File: src/rtl/ubsd_pkg.sv
package ubsd_pkg;

	localparam int unsigned BYTE_W = 8;
	localparam int unsigned CP_W   = 21;

	localparam logic [CP_W-1:0] REPLACEMENT_CP = 21'h00FFFD;

	// sequence length of the open code point, by lead byte
	typedef enum logic [1:0] {
		LEN_ONE   = 2'd0,
		LEN_TWO   = 2'd1,
		LEN_THREE = 2'd2,
		LEN_FOUR  = 2'd3
	} len_class_t;

	localparam logic [BYTE_W-1:0] LEAD4_MIN = 8'hF0;
	localparam logic [BYTE_W-1:0] LEAD3_MIN = 8'hE0;
	localparam logic [BYTE_W-1:0] LEAD2_MIN = 8'hC0;
	localparam logic [BYTE_W-1:0] CONT_MIN  = 8'h80;

	// smallest value that is not overlong for a given length
	function automatic logic [CP_W-1:0] min_for_class(input len_class_t cls);
		logic [CP_W-1:0] m;
		case (cls)
			LEN_TWO:   m = 21'h000080;
			LEN_THREE: m = 21'h000800;
			LEN_FOUR:  m = 21'h010000;
			default:   m = '0;
		endcase
		return m;
	endfunction

endpackage

File: src/rtl/utf8_byte_stream_decoder.sv
// UTF-8 byte stream decoder.
// Byte channel: in_byte with byte_valid / byte_stall; a transaction completes
// at a rising edge with byte_valid high and byte_stall low.
// Code point channel: code_point with code_valid / code_stall, same rule.
// Each byte lands in an input register, is decoded by one level of logic
// against the sequence state, and any result goes into the output register.
// A result byte (ASCII, stray continuation, last byte of a sequence or a
// byte breaking a sequence) passes from the input register into the output
// register, which drives code_valid and code_point.
// Lead bytes only update state and give no result.
// Throughput: one byte per cycle while byte_stall stays low, set by the
// single decode step between the two registers; the output register lets a
// new byte enter while a result waits to be taken.
// When code_stall holds the output register full, a byte needing a result
// waits in the input register and byte_stall rises; bytes with no result
// (leads, inner continuations) still pass.
// 0xFFFD is returned for stray continuations, broken and overlong sequences.
// Reset (arst_n low, asynchronous) empties both registers and returns the
// decoder to idle with no partial sequence.
module utf8_byte_stream_decoder
	import ubsd_pkg::*;
(
	input  logic              clk,
	input  logic              arst_n,
	input  logic              byte_valid,
	output logic              byte_stall,
	input  logic [BYTE_W-1:0] in_byte,
	output logic              code_valid,
	input  logic              code_stall,
	output logic [CP_W-1:0]   code_point
);

	logic              valid_s1;
	logic [BYTE_W-1:0] byte_s1;

	logic [CP_W-1:0]   pv_q;
	logic [1:0]        rem_q;
	len_class_t        cls_q;

	logic              code_valid_q;
	logic [CP_W-1:0]   code_point_q;

	logic [CP_W-1:0]   pv_d;
	logic [1:0]        rem_d;
	len_class_t        cls_d;
	logic              emit;
	logic [CP_W-1:0]   emit_val;
	logic [CP_W-1:0]   shifted;
	logic              out_free;
	logic              advance;

	always_comb begin
		pv_d     = pv_q;
		rem_d    = rem_q;
		cls_d    = cls_q;
		emit     = 1'b0;
		emit_val = REPLACEMENT_CP;
		shifted  = {pv_q[CP_W-7:0], byte_s1[5:0]};
		if (rem_q == 2'd0) begin
			if (byte_s1 >= LEAD4_MIN) begin
				pv_d  = CP_W'(byte_s1[2:0]);
				rem_d = 2'd3;
				cls_d = LEN_FOUR;
			end else if (byte_s1 >= LEAD3_MIN) begin
				pv_d  = CP_W'(byte_s1[3:0]);
				rem_d = 2'd2;
				cls_d = LEN_THREE;
			end else if (byte_s1 >= LEAD2_MIN) begin
				pv_d  = CP_W'(byte_s1[4:0]);
				rem_d = 2'd1;
				cls_d = LEN_TWO;
			end else begin
				cls_d    = LEN_ONE;
				emit     = 1'b1;
				emit_val = (byte_s1 >= CONT_MIN) ? REPLACEMENT_CP : CP_W'(byte_s1);
			end
		end else if (byte_s1[7:6] != 2'b10) begin
			// broken sequence: byte is consumed, not taken as a new lead
			pv_d  = '0;
			rem_d = 2'd0;
			cls_d = LEN_ONE;
			emit  = 1'b1;
		end else begin
			rem_d = rem_q - 2'd1;
			if (rem_q == 2'd1) begin
				pv_d     = '0;
				cls_d    = LEN_ONE;
				emit     = 1'b1;
				emit_val = (shifted < min_for_class(cls_q)) ? REPLACEMENT_CP : shifted;
			end else begin
				pv_d = shifted;
			end
		end
	end

	assign out_free   = !code_valid_q || !code_stall;
	assign advance    = valid_s1 && (!emit || out_free);
	assign byte_stall = valid_s1 && !advance;

	always_ff @(posedge clk or negedge arst_n) begin
		if (!arst_n) begin
			valid_s1 <= 1'b0;
		end else if (!byte_stall) begin
			valid_s1 <= byte_valid;
		end
	end

	always_ff @(posedge clk) begin
		if (!byte_stall && byte_valid) begin
			byte_s1 <= in_byte;
		end
	end

	always_ff @(posedge clk or negedge arst_n) begin
		if (!arst_n) begin
			pv_q  <= '0;
			rem_q <= 2'd0;
			cls_q <= LEN_ONE;
		end else if (advance) begin
			pv_q  <= pv_d;
			rem_q <= rem_d;
			cls_q <= cls_d;
		end
	end

	always_ff @(posedge clk or negedge arst_n) begin
		if (!arst_n) begin
			code_valid_q <= 1'b0;
		end else if (out_free) begin
			code_valid_q <= advance && emit;
		end
	end

	always_ff @(posedge clk) begin
		if (out_free && advance && emit) begin
			code_point_q <= emit_val;
		end
	end

	assign code_valid = code_valid_q;
	assign code_point = code_point_q;

	// idle decoder never holds a multi-byte length
	a_idle_class: assert property (@(posedge clk) disable iff (!arst_n)
		(rem_q == 2'd0) |-> (cls_q == LEN_ONE))
		else $error("length class set while idle");

	// remaining count never exceeds what the lead announced
	a_rem_le_class: assert property (@(posedge clk) disable iff (!arst_n)
		(rem_q <= 2'(cls_q)))
		else $error("remaining count above length class");

	// stall only while a byte sits in the input register
	a_stall_held: assert property (@(posedge clk) disable iff (!arst_n)
		byte_stall |-> valid_s1)
		else $error("byte_stall with empty input register");

	// a lead byte decoded while idle opens a sequence
	a_lead_opens: assert property (@(posedge clk) disable iff (!arst_n)
		(advance && (rem_q == 2'd0) && (byte_s1 >= LEAD2_MIN)) |=> (rem_q != 2'd0))
		else $error("lead byte did not open a sequence");

endmodule

File: config.mk
export PLATFORM = sky130hd
export DESIGN_NAME = utf8_byte_stream_decoder
export DESIGN_NICKNAME = d
export VERILOG_FILES = /design/src/rtl/ubsd_pkg.sv /design/src/rtl/utf8_byte_stream_decoder.sv
export SDC_FILE = /design/constraint.sdc
export NUM_CORES = 1
export LEC_CHECK = 0
export BUFFER_PORTS_ARGS = -buffer_cell sky130_fd_sc_hd__clkbuf_2
export CORE_MARGIN = 2
export CORE_UTILIZATION = 60
export CTS_CLUSTER_DIAMETER = 50
export CTS_CLUSTER_SIZE = 16
export DETAILED_ROUTE_END_ITERATION = 12
export HOLD_SLACK_MARGIN = 0.02
export PLACE_DENSITY = 0.9
export REMOVE_ABC_BUFFERS = 1
export SLEW_MARGIN = 5
export SYNTH_ARGS = -nofsm -noshare
export SYNTH_HDL_FRONTEND = slang
export SYNTH_SLANG_ARGS = --single-unit
File: constraint.sdc
create_clock -name clk -period 6.93 [get_ports clk]
set_clock_uncertainty 0.1 [all_clocks]
set_input_delay 0.693 -clock clk [delete_from_list [all_inputs] [get_ports clk]]
set_output_delay 0.693 -clock clk [all_outputs]
set_load 0.03 [all_outputs]
# Word-level counts from Yosys, hierarchy flattened
# Index checks and enable logic that the tools add are counted.
# classes
eq_ne	6
muxes	35
order_cmp	5
reduce_logical	17
addsub	1
# op_table
operator	n
21-bit 2-to-1 mux	7
15-bit 2-to-1 mux	6
16-bit 2-to-1 mux	4
17-bit case mux with 3 select lines	1
8-bit >= comparator, second input constant	4
21-bit < comparator	1
2-bit 2-to-1 mux	10
1-bit 2-to-1 mux	7
1-bit logical AND	6
1-bit zero test	5
2-bit by 1-bit == test with 1-bit output, second input constant	2
2-bit == test, second input constant	2
4-bit by 1-bit != test with 1-bit output, second input constant	1
2-bit AND reduction	2
3-bit nonzero test	1
2-bit zero test	1
1-bit logical OR	2
2-bit != test, second input constant	1
2-bit by 1-bit subtractor with 2-bit output, second input constant	1
# totals
out_inout_bits	23
inputBits	12
ff_bits	50
word_cells	71

# Depth between registers and ports, before layout
# Gate-level depths: netlist of the first run.
# depth
word_depth	12
depth_mapped	8
ltp_nobuf	6

# Least setup slack after synthesis of the first run
# Ideal clock, no wire load.
# synth_timing
kind	register -> register
from	register rem_q[0]
to	register code_point_q[0], in the netlist code_point[0] (enable)
t_required_ps	6424
path_stages_with_launch	8
t_arrival_ps	2199
period_less_slack_ps	2705
path_buffers	1
path_slack_ps	4225
setup_time_ps	406
path_cell_list	dfrtp_1 > inv_1 > ha_1 > clkbuf_1 > nand2_1 > a21boi_1 > nand2b_1 > a21oi_1
# synth_via
elab_chain_len	9
word_cells_on_any_way	10
classes_between	eq/ne (1); mux (3); reduce/logical (6)
# synth_rtl
element	line_no	rtl
from (decl)	utf8_byte_stream_decoder.sv:37	logic [1:0] rem_q;
from (signal assigned)	utf8_byte_stream_decoder.sv:121	rem_q <= rem_d;
2-bit by 1-bit == test with 1-bit output	utf8_byte_stream_decoder.sv:85	if (rem_q == 2'd1) begin
1-bit 2-to-1 mux	utf8_byte_stream_decoder.sv:85	
1-bit 2-to-1 mux	utf8_byte_stream_decoder.sv:77	end else if (byte_s1[7:6] != 2'b10) begin
1-bit 2-to-1 mux (*)	utf8_byte_stream_decoder.sv:59	if (rem_q == 2'd0) begin
1-bit zero test	utf8_byte_stream_decoder.sv:97	assign advance = valid_s1 && (!emit || out_free);
1-bit logical OR	utf8_byte_stream_decoder.sv:97	
1-bit logical AND	utf8_byte_stream_decoder.sv:97	
1-bit logical AND	utf8_byte_stream_decoder.sv:135	if (out_free && advance && emit) begin
1-bit logical AND (*)	utf8_byte_stream_decoder.sv:135	
to (signal assigned)	utf8_byte_stream_decoder.sv:136	code_point_q <= emit_val;
to (decl)	utf8_byte_stream_decoder.sv:41	logic [CP_W-1:0] code_point_q;
# Mark *: on every way between the ends. The rest lies on a longest branch, timed or not.
# A chain may end at the register's enable or synchronous reset.

# Worst setup path in the final report of the first run
# layout_timing
from	register rem_q[0]
to	output port byte_stall
# layout_via
elab_chain_len	9
word_cells_on_any_way	10
classes_between	eq/ne (1); mux (3); reduce/logical (6)
# layout_rtl
element	line_no	rtl
2-bit by 1-bit == test with 1-bit output	utf8_byte_stream_decoder.sv:85	
1-bit 2-to-1 mux	utf8_byte_stream_decoder.sv:85	
1-bit 2-to-1 mux	utf8_byte_stream_decoder.sv:77	
1-bit 2-to-1 mux (*)	utf8_byte_stream_decoder.sv:59	
1-bit zero test (*)	utf8_byte_stream_decoder.sv:97	
1-bit logical OR (*)	utf8_byte_stream_decoder.sv:97	
1-bit logical AND (*)	utf8_byte_stream_decoder.sv:97	
1-bit zero test (*)	utf8_byte_stream_decoder.sv:98	assign byte_stall = valid_s1 && !advance;
1-bit logical AND (*)	utf8_byte_stream_decoder.sv:98	
to (decl)	utf8_byte_stream_decoder.sv:26	output logic byte_stall,
# Marked as above.

==> results, run 1 <==
- The run finished with clean final reports.
- The number of endpoints with negative hold slack in the final report is 0.
- TritonCTS created 5 clock buffers.
- For the worst setup path, the data arrival time is 2200 ps.
- The post-detailed-route DRC marker count is 0.
- After synthesis, the mean cell area works out to 12.30 um^2.
- Summing all multi-input logic gate instances after layout gives 716.9 um^2.
- The portion of the clock cycle consumed by the worst path in the final layout is 43.25%.
- The routed wirelength normalized by instance count is 15.18 um.
- The synthesis-stage register bit count is 50.
- Setup repair after global routing left no endpoint under its margin.
- The most frequent standard cell in the layout excluding fill and tap cells is clkbuf_2.
- The net switching fraction of the power is 38.14%.
- The total area of sequential cells is 1396 um^2.
- The mean number of vias per cell is 5.602.
- The deepest level of the CTS H-tree is 2.
- The routability congestion estimate is 0.8078.
- The worst-path cell with the longest stage delay is dfrtp_1.
- The I/O pin count is 35.
- The global-route wire length before repair is 6.651 mm.
- The number of antenna violations at the first check in global routing was 0.
- The number of DRC markers in iteration 0 is 86.
- For this run, the number of Yosys warnings is 0.
- Leaving out fill and tap cells, the most frequent cells in the layout are clkbuf_2, edfxtp_1, nand2_1, dfrtp_1, inv_1.
- The floorplan step defined a core boundary enclosing 3606 um^2.
- TritonCTS built the clock tree.
- The HPWL reported at the end of detailed placement is 2.776 mm.
- Internal power comes to 0.6387 mW.
- The final routed wirelength across all metal layers is 4.008 mm.
- STA puts the critical path data required time at 6140 ps.
- Cells fill 70.06% of the core in the end.
- The critical path is of the flip-flop to primary output type.
- The element type at the critical path end is a primary output.
- The slew at the pin closest to its max-slew limit is 1167 ps.
- The biggest cell delay along the critical path is 390 ps.
- For this design, the CTS-stage hold fixing added 0 buffers.
- The number of pins exceeding their max-slew limit in the final report was 0.
- Across all layers, the routed design uses 1479 vias.
- The number of buffers inserted by port buffering is 34.
- The post-route antenna net violation count is 0.
- The clock network burns 19.9% of the power.
- The number of setup violations in the final report is 0.
- The net switching component of the power is 0.3937 mW.
- The maximum number of buffers from clock root to sink is 2.
- For this run, the post-layout net count is 231.
- The final-layout setup total negative slack is 0 ps.
- Yosys mapped the design onto 36 distinct sky130hd cell types.
- The clock insertion delay at the later pin of the skew report is 310 ps.
- The register share of total power is 43.1%.
- The iteration count of the initial detailed-routing pass is 4.
- For this design the ratio of total power to cell area is 408.7 nW/um^2.
- The fraction of final layout cells with drive strength greater than 1 is 22.69%.
- The maximum fanout encountered on the critical timing path is 11.
- In this run the horizontal extent of the chip is 64.76 um.
- The maximum vdd ir drop is 225.5 uV.
- The count of antenna diodes in the layout is 0.
- In this run the static leakage power is 1.085 nW.
- The synthesized area is 2215 um^2.
- The floorplan step defined a die boundary enclosing 4193 um^2.
- The combinational share of power is 37.1%.
- The number of global-route vias before repair is 1541.
- The overall die height is 64.76 um.
- The tool flagged a number of max-cap violations equal to 0.
- The worst setup path is launched from a flip-flop.
- Entering global routing, the biggest net connects 22 pins.
- Buffers added to address setup during post-CTS repair amount to 0.
- The initial utilization of the core area, before any placement, comes to 61.42%.
- The floorplan row count is 22.
- The sequential-to-total area share from yosys stat is 63.05%.
- Clock-pin slew was measured on the worst setup and hold paths at 100 ps.
- The cell sitting at the root of the clock tree is a clkbuf_8.
- The clock sink count is 50.
- The tightest min-delay check is of the input pin to asynchronous set/reset pin type.
- In this run the tightest slew margin relative to its limit is 22.23%.
- Global routing consumed, over all layers together, 21.64% of the routing resources.
- The post-route minimum period is 2997 ps.
- Counting the fill cells in the layout gives 257.
- The number of resized instances in the post-cts repair step is 0.
- Traced cell by cell, the critical path runs through inv_1, ha_1, or3_1, a21boi_1, nand2b_1, nor2_1, clkbuf_2.
- The final global-route overflow total is 0.
- The signed area change from the synthesized netlist to the final layout is 14.07%.
- Counting every instance in the synthesized netlist gives 180.
- For this run, the top clock speed supported by timing is 0.3336 GHz.
through the flow:
stage / area (um^2) / power [mW] / hold WS (ps) / cells / setup WS, ps
finish: 2526 / 1.032 / 242.4 / 264 / 3933
global route: 2526 / 1.091 / 279.2 / 264 / 3829
CTS: 2526 / 1.036 / 262.6 / 264 / 3945
detailed placement: 2415 / 0.8320 / 385.9 / 256 / 4270
global placement: 2415 / 0.8143 / 375.8 / 256 / 4381
floorplan: 2181 / 0.7309 / 297.4 / 174 / 4218
synth_stat cells:
cell / number / area share [%]
nand4_2: 1 / 0.56
or2b_1: 1 / 0.34
or3_1: 1 / 0.28
buf_4: 1 / 0.34
o21ai_1: 2 / 0.45
o221ai_1: 1 / 0.40
o21ai_0: 8 / 1.8
dfrtp_1: 21 / 24
buf_6: 1 / 0.51
nand2b_1: 3 / 0.85
nand3_2: 1 / 0.45
o21bai_1: 1 / 0.34
edfxtp_1: 29 / 39
clkbuf_1: 4 / 0.68
o21a_1: 1 / 0.34
nor2b_1: 1 / 0.28
and3b_1: 1 / 0.40
nand2_1: 22 / 3.7
or4_1: 2 / 0.68
o21ai_2: 1 / 0.40
and4bb_2: 1 / 0.56
a22o_1: 3 / 1.2
a21boi_1: 1 / 0.34
mux2_1: 2 / 1.0
and2_1: 4 / 1.1
ha_1: 4 / 2.3
or3b_1: 1 / 0.40
o311ai_4: 1 / 1.2
and3_1: 2 / 0.56
or4b_4: 1 / 0.62
mux2i_1: 12 / 5.4
a31oi_1: 11 / 3.1
a21oi_1: 4 / 0.90
nor2_1: 10 / 1.7
o221a_2: 1 / 0.51
inv_1: 19 / 3.2
layout make-up:
| type | count | area share, % |
|---|---|---|
| Timing Repair Buffer | 34 | 6.736 |
| Clock inverter | 3 | 1.684 |
| Inverter | 19 | 2.823 |
| Sequential cell | 50 | 55.27 |
| Multi-Input combinational cell | 105 | 28.38 |
| Tap cell | 48 | 2.377 |
| Clock buffer | 5 | 2.724 |
power by group through the flow:
stage | registers, mW | clock network (mW) | logic [mW]
after detailed placement | 0.451 | 0 | 0.381
after CTS | 0.445 | 0.208 | 0.383
after global placement | 0.447 | 0 | 0.367
final | 0.445 | 0.205 | 0.383
after floorplan | 0.503 | 0 | 0.228
after global routing | 0.452 | 0.217 | 0.422
critical path: cells and delay by family (launching register included):
kind | cells | cell delay, ps
AO/OA/AOI/OAI | 1 | 280
adder cells (fa/ha/maj) | 1 | 310
buffers and inverters | 2 | 240
flip-flops | 1 | 390
AND/OR/NAND/NOR | 3 | 680
kinds of logic after synthesis:
group	count (synthesis)	share of synthesized area (%)
simple gates	52	12.54
flops	50	63.05
compound gates	35	10.96
buf+inv	25	4.746
mux	14	6.441
fa+ha+maj	4	2.260
path summary, 6_finish.rpt:
path	to	cells after the start	slack [ps]	start
worst max-delay path	byte_stall	7	3930	rem_q[0]
worst min-delay path	pv_q[3]	1	240	arst_n
worst max register to register	code_point[18]	6	4230	rem_q[0]
worst min register to register	rem_q[1]	1	400	rem_q[1]
max in group asynchronous	pv_q[5]	1	6130	arst_n
min in group clk	rem_q[1]	1	400	rem_q[1]
metal layers:
| metal | track usage [%] | routed length [um] | part of all wire (%) |
|---|---|---|---|
| met5 | 0 | 0 | 0 |
| met4 | 13.83 | 119 | 3.0 |
| met3 | 4.861 | 208 | 5.2 |
| met2 | 37.63 | 2070 | 52 |
| met1 | 23.74 | 1609 | 40 |
sequential cells by signal, indices dropped and copies added, names as in the netlist:
signal,count
code_point,21
rem_q,2
pv_q,15
byte_s1,8
valid_s1,1
code_valid,1
cls_q,2
Note: power is estimated with default switching activity, not from simulation.
==> inputs of run 2 (changes only) <==
--- a/config.mk
+++ b/config.mk
@@ -5,14 +5,15 @@
 export SDC_FILE = /design/constraint.sdc
 export NUM_CORES = 1
 export LEC_CHECK = 0
+export ABC_AREA = 1
 export BUFFER_PORTS_ARGS = -buffer_cell sky130_fd_sc_hd__clkbuf_2
 export CORE_MARGIN = 2
-export CORE_UTILIZATION = 60
+export CORE_UTILIZATION = 56
 export CTS_CLUSTER_DIAMETER = 50
 export CTS_CLUSTER_SIZE = 16
 export DETAILED_ROUTE_END_ITERATION = 12
 export HOLD_SLACK_MARGIN = 0.02
-export PLACE_DENSITY = 0.9
+export PLACE_DENSITY = 0.85
 export REMOVE_ABC_BUFFERS = 1
 export SLEW_MARGIN = 5
 export SYNTH_ARGS = -nofsm -noshare
==> constraint.sdc (replaced) <==
create_clock -name clk -period 2.8 [get_ports clk]
set_clock_uncertainty 0.1 [all_clocks]
set_input_delay 0.28 -clock clk [delete_from_list [all_inputs] [get_ports clk]]
set_output_delay 0.28 -clock clk [all_outputs]
set_load 0.03 [all_outputs]
==> run 2 against run 1 <==
Net effect: synthesized cell count grew 32%; non-clock buffer count up 3; die area increased by 12%; synthesized area up 5.6%; sequential share of layout area shrank 2.8 points; total power rose to 2.5 times the previous value; combinational power increased to 2.6 times the previous value; hold slack got worse by 200 ps; sequential power up 150%; wire length shrank 4.3%; flip-flop and latch count unchanged; highest routed layer unchanged.
==> results, run 2 <==
- The number of buffers inserted by port buffering came to 34 (unchanged).
- The post-route antenna net violation count is 0 (unchanged).
- For this run, the top clock speed supported by timing is 0.4177 GHz.
- Commonest cells after routing, fill and taps aside: nand2_1, inv_1, clkbuf_2, edfxtp_1, dfrtp_1 (was clkbuf_2, edfxtp_1, nand2_1, dfrtp_1, inv_1).
- The number of flops mapped to enable cells by yosys came to 29 (unchanged).
- Cell types with the largest area share after synthesis: edfxtp_1, dfrtp_1, nand2_1, inv_1, o21ai_2 (was edfxtp_1, dfrtp_1, mux2i_1, nand2_1, inv_1).
- The proportion of register bits with asynchronous set or reset after synthesis was 42.00% (unchanged).
- The fraction of final layout cells with drive strength greater than 1 is 25.82% (was 22.69%).
- The I/O pin count was 35 (unchanged).
- The mean number of vias per cell is 4.938 (was 5.602).
- The deepest level of the CTS H-tree is 2 (unchanged).
- The cell type contributing the most total cell area after synthesis is edfxtp_1 (unchanged).
- The HPWL reported at the end of detailed placement was 2.770 mm (was 2.776 mm).
- The floorplan row count is 23 (was 22).
- The maximum vdd ir drop is 545.5 uV (was 225.5 uV).
- The post-layout total power was 2.590 mW (was 1.032 mW).
- The routed wirelength normalized by instance count came to 11.80 um (was 15.18 um).
- The number of pins exceeding their max-slew limit in the final report came to 0 (unchanged).
- Ordered cell list for the critical path: inv_1, ha_1, inv_2, nand3_4, nor2_4, nor2_4, nand2_4, nor2_1, clkbuf_2 (was inv_1, ha_1, or3_1, a21boi_1, nand2b_1, nor2_1, clkbuf_2).
- The element type at the critical path end was a primary output (unchanged).
- The sequential-to-total area share from yosys stat is 59.71% (was 63.05%).
- The maximum number of buffers from clock root to sink is 2 (unchanged).
- The worst path uses 85.50% of the clock period.
- The biggest cell delay along the critical path was 400 ps (was 390 ps).
- The startpoint kind of the worst setup timing path is a flip-flop (unchanged).
- The number of max-cap violations came to 0 (unchanged).
- Status: completed (unchanged).
- The post-detailed-route DRC marker count is 0 (unchanged).
- The utilization of the core after routing is 66.53% (was 70.06%).
- The start-to-end type of the worst setup path is flip-flop to primary output (unchanged).
- The final routed wirelength across all metal layers is 3.835 mm (was 4.008 mm).
- The worst min-delay path category was input pin to flip-flop (was input pin to asynchronous set/reset pin).
- The global-route wire length before repair was 6.361 mm (was 6.651 mm).
- The total power per unit cell area is 973.1 nW/um^2 (was 408.7 nW/um^2).
- The iteration count of the initial detailed-routing pass was 4 (unchanged).
- The final global-route overflow total was 0 (unchanged).
- The count of vias placed by the detailed router is 1605 (was 1479).
- The critical path buffer and inverter count is 3 (was 2).
- The cell repeated most along the worst path is nor2_4.
- The dominant synthesized flop cell was edfxtp_1 (unchanged).
- The total of fill cells in the finished design is 317 (was 257).
- The final standard cell count with taps included and fillers excluded came to 325 (was 264).
- The number of logic stages on the critical path including buffering came to 9 (was 7).
- The clock root buffer was clkbuf_8 (unchanged).
- The family with the most delay on the worst path was simple AND/OR/NAND/NOR gates (unchanged).
- The post-route minimum period is 2394 ps.
- The count of buffers added by post-CTS timing repair for setup is 0 (unchanged).
- The number of resized instances in the post-cts repair step came to 0 (unchanged).
- The starting density of the core is 58.46% (was 61.42%).
- The slew at the pin closest to its max-slew limit is 525.2 ps (was 1167 ps).
- The worst hold margin is 45.27 ps (was 242.4 ps).
- The number of setup violations in the final report came to 0 (unchanged).
- The clock-pin transition on the worst setup and hold timing paths came to 90 ps (was 100 ps).
- The cell count of the worst hold path is 1.
- The number of placed cells counting well taps is 316 (was 256).
- The data arrival at the endpoint of the critical path is 2010 ps (was 2200 ps).
- Top cells by instance count after synthesis: nand2_1, inv_1, edfxtp_1, dfrtp_1, nor2_1 (was edfxtp_1, nand2_1, dfrtp_1, inv_1, mux2i_1).
- The routability congestion estimate is 0.9113 (was 0.8078).
- The overall die height is 68.62 um (was 64.76 um).
- The static leakage power came to 1.190 nW (was 1.085 nW).
- The final-layout setup total negative slack is 0 ps (unchanged).
- The total core area is 4000 um^2 (was 3606 um^2).
- The synthesis-stage register bit count is 50 (unchanged).
- The data required time of the worst path was 2420 ps (was 6140 ps).
- The headroom to the max-slew limit is 64.99% (was 22.23%).
- The die extent in x is 68.62 um (was 64.76 um).
- The worst setup slack before clock tree synthesis came to 437.4 ps (was 4270 ps).
- The mean instance size in the synthesized netlist is 9.867 um^2 (was 12.30 um^2).
- The number of hold buffers added after cts was 1 (was 0).
- The count of antenna diodes in the layout came to 0 (unchanged).
- The clock sink count is 50 (unchanged).
- The clock tree from TritonCTS is built (unchanged).
- The count of nets after finishing is 290 (was 231).
- The largest net degree at the start of global routing came to 35 (was 22).
- The share of Yosys cell area claimed by the top area cell type is 37.24% (was 39.32%).
- The maximum fanout encountered on the critical timing path came to 16 (was 11).
- The distinct cell type count after synthesis is 20 (was 36).
- The design area is 2661 um^2 (was 2526 um^2).
- The number of antenna violations at the first check in global routing came to 0 (unchanged).
- The number of endpoints with negative hold slack in the final report came to 0 (unchanged).
- The clock insertion delay at the later pin of the skew report came to 300 ps (was 310 ps).
- The number of flip-flops in the largest register is 21 (unchanged).
- RSZ-0062 raised after global routing: no (unchanged).
- The number of DRC markers in iteration 0 is 95 (was 86).
- The number of global-route vias before repair was 1521 (was 1541).
- The signed area change from the synthesized netlist to the final layout was 13.80% (was 14.07%).
- The worst-path cell with the longest stage delay is dfrtp_1 (unchanged).
- The area of the die is 4709 um^2 (was 4193 um^2).
- The library cell with the highest instance count after synthesis is nand2_1 (was edfxtp_1).
- The instance area after placement is 2541 um^2 (was 2415 um^2).
- The path depth of the worst reg2reg path is 10 (was 6).
- The most frequent standard cell in the layout excluding fill and tap cells is nand2_1 (was clkbuf_2).
- The TritonCTS buffer count is 5 (unchanged).
- The synthesized area is 2338 um^2 (was 2215 um^2).
- The final worst setup slack is 406.1 ps (was 3933 ps).
- The count of synthesis-stage warnings from yosys came to 0 (unchanged).
- The total global-route track usage was 19.15% (was 21.64%).
- The cell count after synthesis is 237 (was 180).
==> run 2: kinds of logic (layout without fill, tap and decap cells) <==
| family | count (synthesis) | after routing | share of synthesized area, % |
|---|---|---|---|
| buffers and inverters | 53 | 91 | 9.523 |
| DFF | 50 | 50 | 59.71 |
| adders and majority gates | 4 | 4 | 2.140 |
| AOI/OAI and AO/OA | 31 | 31 | 9.363 |
| and+or+nand+nor | 99 | 99 | 19.26 |
==> run 2: area by class of cell <==
type,count,area (um^2),area share [%]
Sequential cell,50,1396,52.47
Multi-Input combinational cell,134,724.4,27.22
Clock buffer,6,72.57,2.727
Clock inverter,2,37.54,1.410
Inverter,46,172.7,6.488
Timing Repair Buffer,37,195.2,7.334
Tap cell,50,62.56,2.351
==> run 2: path summary, 6_finish.rpt <==
path | from | endpoint | slack, ps
max | rem_q[0] | byte_stall | 410
min | in_byte[2] | byte_s1[2] | 50
max reg2reg | rem_q[0] | pv_q[0] | 430
min reg2reg | rem_q[1] | rem_q[1] | 390
max in group asynchronous | arst_n | pv_q[14] | 1870
min in group asynchronous | arst_n | pv_q[2] | 370
==> run 2: report_power, final <==
| part | internal, mW | leakage (nW) | switching, mW |
|---|---|---|---|
| Combinational | 0.277 | 0.593 | 0.713 |
| Clock | 0.267 | 0.0514 | 0.232 |
| Sequential | 1.00 | 0.546 | 0.0951 |
| Total | 1.55 | 1.19 | 1.04 |
==> run 2: worst register-to-register path, cell delays in order (launching register included) <==
cell     delay, ps
dfrtp_1        400
inv_1           70
ha_1           290
inv_2          150
nand3_4        110
nor2_4         310
nor2_4          70
nand2_4        100
nand3_4        370
nand2_1        230
o21ai_2         70
==> run 2: metal layers <==
| layer | track usage (%) | routed length (um) |
|---|---|---|
| met2 | 32.45 | 1969 |
| met4 | 12.00 | 79 |
| met3 | 4.870 | 193 |
| met1 | 21.44 | 1593 |
| met5 | 0 | 0 |
==> inputs of run 3 (changes only) <==
--- a/config.mk
+++ b/config.mk
@@ -14,6 +14,7 @@
 export DETAILED_ROUTE_END_ITERATION = 12
 export HOLD_SLACK_MARGIN = 0.02
 export PLACE_DENSITY = 0.85
+export RECOVER_POWER = 50
 export REMOVE_ABC_BUFFERS = 1
 export SLEW_MARGIN = 5
 export SYNTH_ARGS = -nofsm -noshare
==> run 3 against run 2 <==
Net effect: die area did not move; total power fell by 0.96%; maximum frequency barely moved; combinational power fell by 2.3%; sequential power barely moved; first-iteration DRC count rose by 2.1%; flip-flop and latch count did not move; hold slack improved by 0.51 ps; critical path type unchanged; largest cell class unchanged.
==> results, run 3 (same netlist as run 2, synthesis figures left out) <==
- The largest net degree at the start of global routing came to 35 (unchanged).
- The worst-path cell with the longest stage delay is dfrtp_1 (unchanged).
- The headroom to the max-slew limit is 24.19% (was 64.99%).
- The number of resized instances in the post-cts repair step is 0 (unchanged).
- The reg-to-reg critical path endpoint is pv_q[0] (unchanged).
- The post-layout total power is 2.565 mW (was 2.590 mW).
- The number of DRC markers in iteration 0 was 97 (was 95).
- The cell repeated most along the worst path is nor2_4 (unchanged).
- The highest achievable clock rate is 0.4174 GHz (was 0.4177 GHz).
- The data arrival at the endpoint of the critical path is 2020 ps (was 2010 ps).
- The count of antenna diodes in the layout was 0 (unchanged).
- The count of vias placed by the detailed router is 1615 (was 1605).
- The path depth of the worst reg2reg path is 10 (unchanged).
- The clock tree from TritonCTS was built (unchanged).
- The final routed wirelength across all metal layers came to 3.855 mm (was 3.835 mm).
- The routed wirelength normalized by instance count is 11.86 um (was 11.80 um).
- The design area is 2633 um^2 (was 2661 um^2).
- The post-route minimum period is 2396 ps (was 2394 ps).
- The clock sink count is 50 (unchanged).
- The post-route antenna net violation count is 0 (unchanged).
- The startpoint kind of the worst setup timing path is a flip-flop (unchanged).
- The routability congestion estimate is 0.9113 (unchanged).
- The start-to-end type of the worst setup path is flip-flop to primary output (unchanged).
- The signed area change from the synthesized netlist to the final layout is 12.57% (was 13.80%).
- The family with the most delay on the worst path is simple AND/OR/NAND/NOR gates (unchanged).
- The starting density of the core is 58.46% (unchanged).
- The portion of the clock cycle consumed by the worst path in the final layout is 85.57% (was 85.50%).
- The mean number of vias per cell was 4.969 (was 4.938).
- The element type at the critical path end is a primary output (unchanged).
- The fraction of final layout cells with drive strength greater than 1 came to 17.45% (was 25.82%).
- The overall die height is 68.62 um (unchanged).
- The number of max-cap violations is 0 (unchanged).
- The number of pins exceeding their max-slew limit in the final report is 0 (unchanged).
- The TritonCTS buffer count is 5 (unchanged).
- The worst setup slack before clock tree synthesis is 437.4 ps (unchanged).
- The final-layout setup total negative slack is 0 ps (unchanged).
- The source of the worst register-to-register timing path is rem_q[0] (unchanged).
- The biggest cell delay along the critical path is 400 ps (about the same).
- The static leakage power is 1.124 nW (was 1.190 nW).
- The final global-route overflow total is 0 (unchanged).
- The number of antenna violations at the first check in global routing is 0 (unchanged).
- Status: completed (unchanged).
- The post-detailed-route DRC marker count was 0 (unchanged).
- The cell count of the worst hold path came to 1 (unchanged).
- The die extent in x is 68.62 um (unchanged).
- Ordered cell list for the critical path: inv_1, ha_1, inv_2, nand3_4, nor2_4, nor2_4, nand2_4, nor2_1, clkbuf_2 (unchanged).
- The slack of the worst reg-to-reg path came to 430 ps (about the same).
- The clock-pin transition on the worst setup and hold timing paths is 90 ps (about the same).
- The instance area after placement is 2541 um^2 (unchanged).
- The total power per unit cell area is 974.3 nW/um^2 (was 973.1 nW/um^2).
- The clock root buffer is clkbuf_8 (unchanged).
- The start point of the worst min-delay path was in_byte[2] (unchanged).
- The critical path buffer and inverter count is 3 (unchanged).
- The slew at the pin closest to its max-slew limit is 1137 ps (was 525.2 ps).
- The I/O pin count came to 35 (unchanged).
- RSZ-0062 raised after global routing: no (unchanged).
- The iteration count of the initial detailed-routing pass came to 4 (unchanged).
- The number of setup violations in the final report came to 0 (unchanged).
- The clock insertion delay at the later pin of the skew report was 300 ps (about the same).
- The total global-route track usage came to 19.15% (unchanged).
- The number of endpoints with negative hold slack in the final report came to 0 (unchanged).
- The deepest level of the CTS H-tree is 2 (unchanged).
- The area of the die is 4709 um^2 (unchanged).
- The floorplan row count is 23 (unchanged).
- The count of nets after finishing came to 290 (unchanged).
- The maximum number of buffers from clock root to sink is 2 (unchanged).
- The most frequent standard cell in the layout excluding fill and tap cells is nand2_1 (unchanged).
- The worst min-delay path category was input pin to flip-flop (unchanged).
- The number of flip-flops in the largest register is 21 (unchanged).
- The maximum vdd ir drop is 544.9 uV (was 545.5 uV).
- The number of global-route vias before repair was 1521 (unchanged).
- The HPWL reported at the end of detailed placement was 2.770 mm (unchanged).
- The data required time of the worst path is 2420 ps (about the same).
- The maximum fanout encountered on the critical timing path came to 16 (unchanged).
- The endpoint of the worst hold path is byte_s1[2] (unchanged).
- The utilization of the core after routing is 65.81% (was 66.53%).
- Commonest cells after routing, fill and taps aside: nand2_1, inv_1, edfxtp_1, clkbuf_1, dfrtp_1 (was nand2_1, inv_1, clkbuf_2, edfxtp_1, dfrtp_1).
- The final worst setup slack was 404.1 ps (was 406.1 ps).
- The number of buffers inserted by port buffering came to 34 (unchanged).
- The total core area is 4000 um^2 (unchanged).
- The global-route wire length before repair is 6.361 mm (unchanged).
## run 3: changes by cell type in the layout (fill, tap and decap cells not counted)
cell and delta:
clkbuf_1 +23, clkbuf_2 -23
## run 3: where the power goes
part | internal [mW] | switching [mW]
sequential | 1.00 | 0.0950
combinational | 0.256 | 0.712
clock | 0.267 | 0.231
total | 1.53 | 1.04
## run 3: how the worst max path moves through the flow
stage	startpoint	endpoint	slack (ps)	cells after the start
CTS	rem_q[0]	byte_stall	390	9
finish	rem_q[0]	byte_stall	400	9
floorplan	rem_q[0]	code_point[0]	-310	8
global placement	rem_q[0]	pv_q[2]	580	10
detailed placement	rem_q[0]	pv_q[0]	440	10
global route	rem_q[0]	pv_q[3]	240	10
## run 3: cell type report
class                   instances  area, um^2
repair buffers                 37       166.4
inverters                      46       172.7
flip-flops and latches         50        1396
well taps                      50       62.56
clock buffers                   6       72.57
multi-input cells             134       724.4
clock inverters                 2       37.54
fillers                       327        1368
## run 3: stage by stage
| stage | hold WS [ps] | instances |
|---|---|---|
| 2_1_floorplan | -115.6 | 230 |
| 3_3_place_gp | 183.8 | 316 |
| 3_5_place_dp | 186.3 | 316 |
| 4_1_cts | 40.28 | 325 |
| 5_1_grt | 34.63 | 325 |
| 6_report | 45.77 | 325 |
## run 3: timing repair
item / in CTS / in global routing
setup buffers: 0 / 0
hold endpoints to repair: 21 / 0
hold buffers: 1 / 0
setup endpoints to repair: 0 / 0
## run 3: routing by layer
| metal | vias up | global-route usage (%) | share of wire, % |
|---|---|---|---|
| met2 | 64 | 32.45 | 51 |
| met5 | - | 0 | 0 |
| li1 | 818 | - | - |
| met1 | 727 | 21.44 | 41 |
| met4 | 0 | 12.00 | 2.0 |
| met3 | 6 | 4.870 | 5.9 |
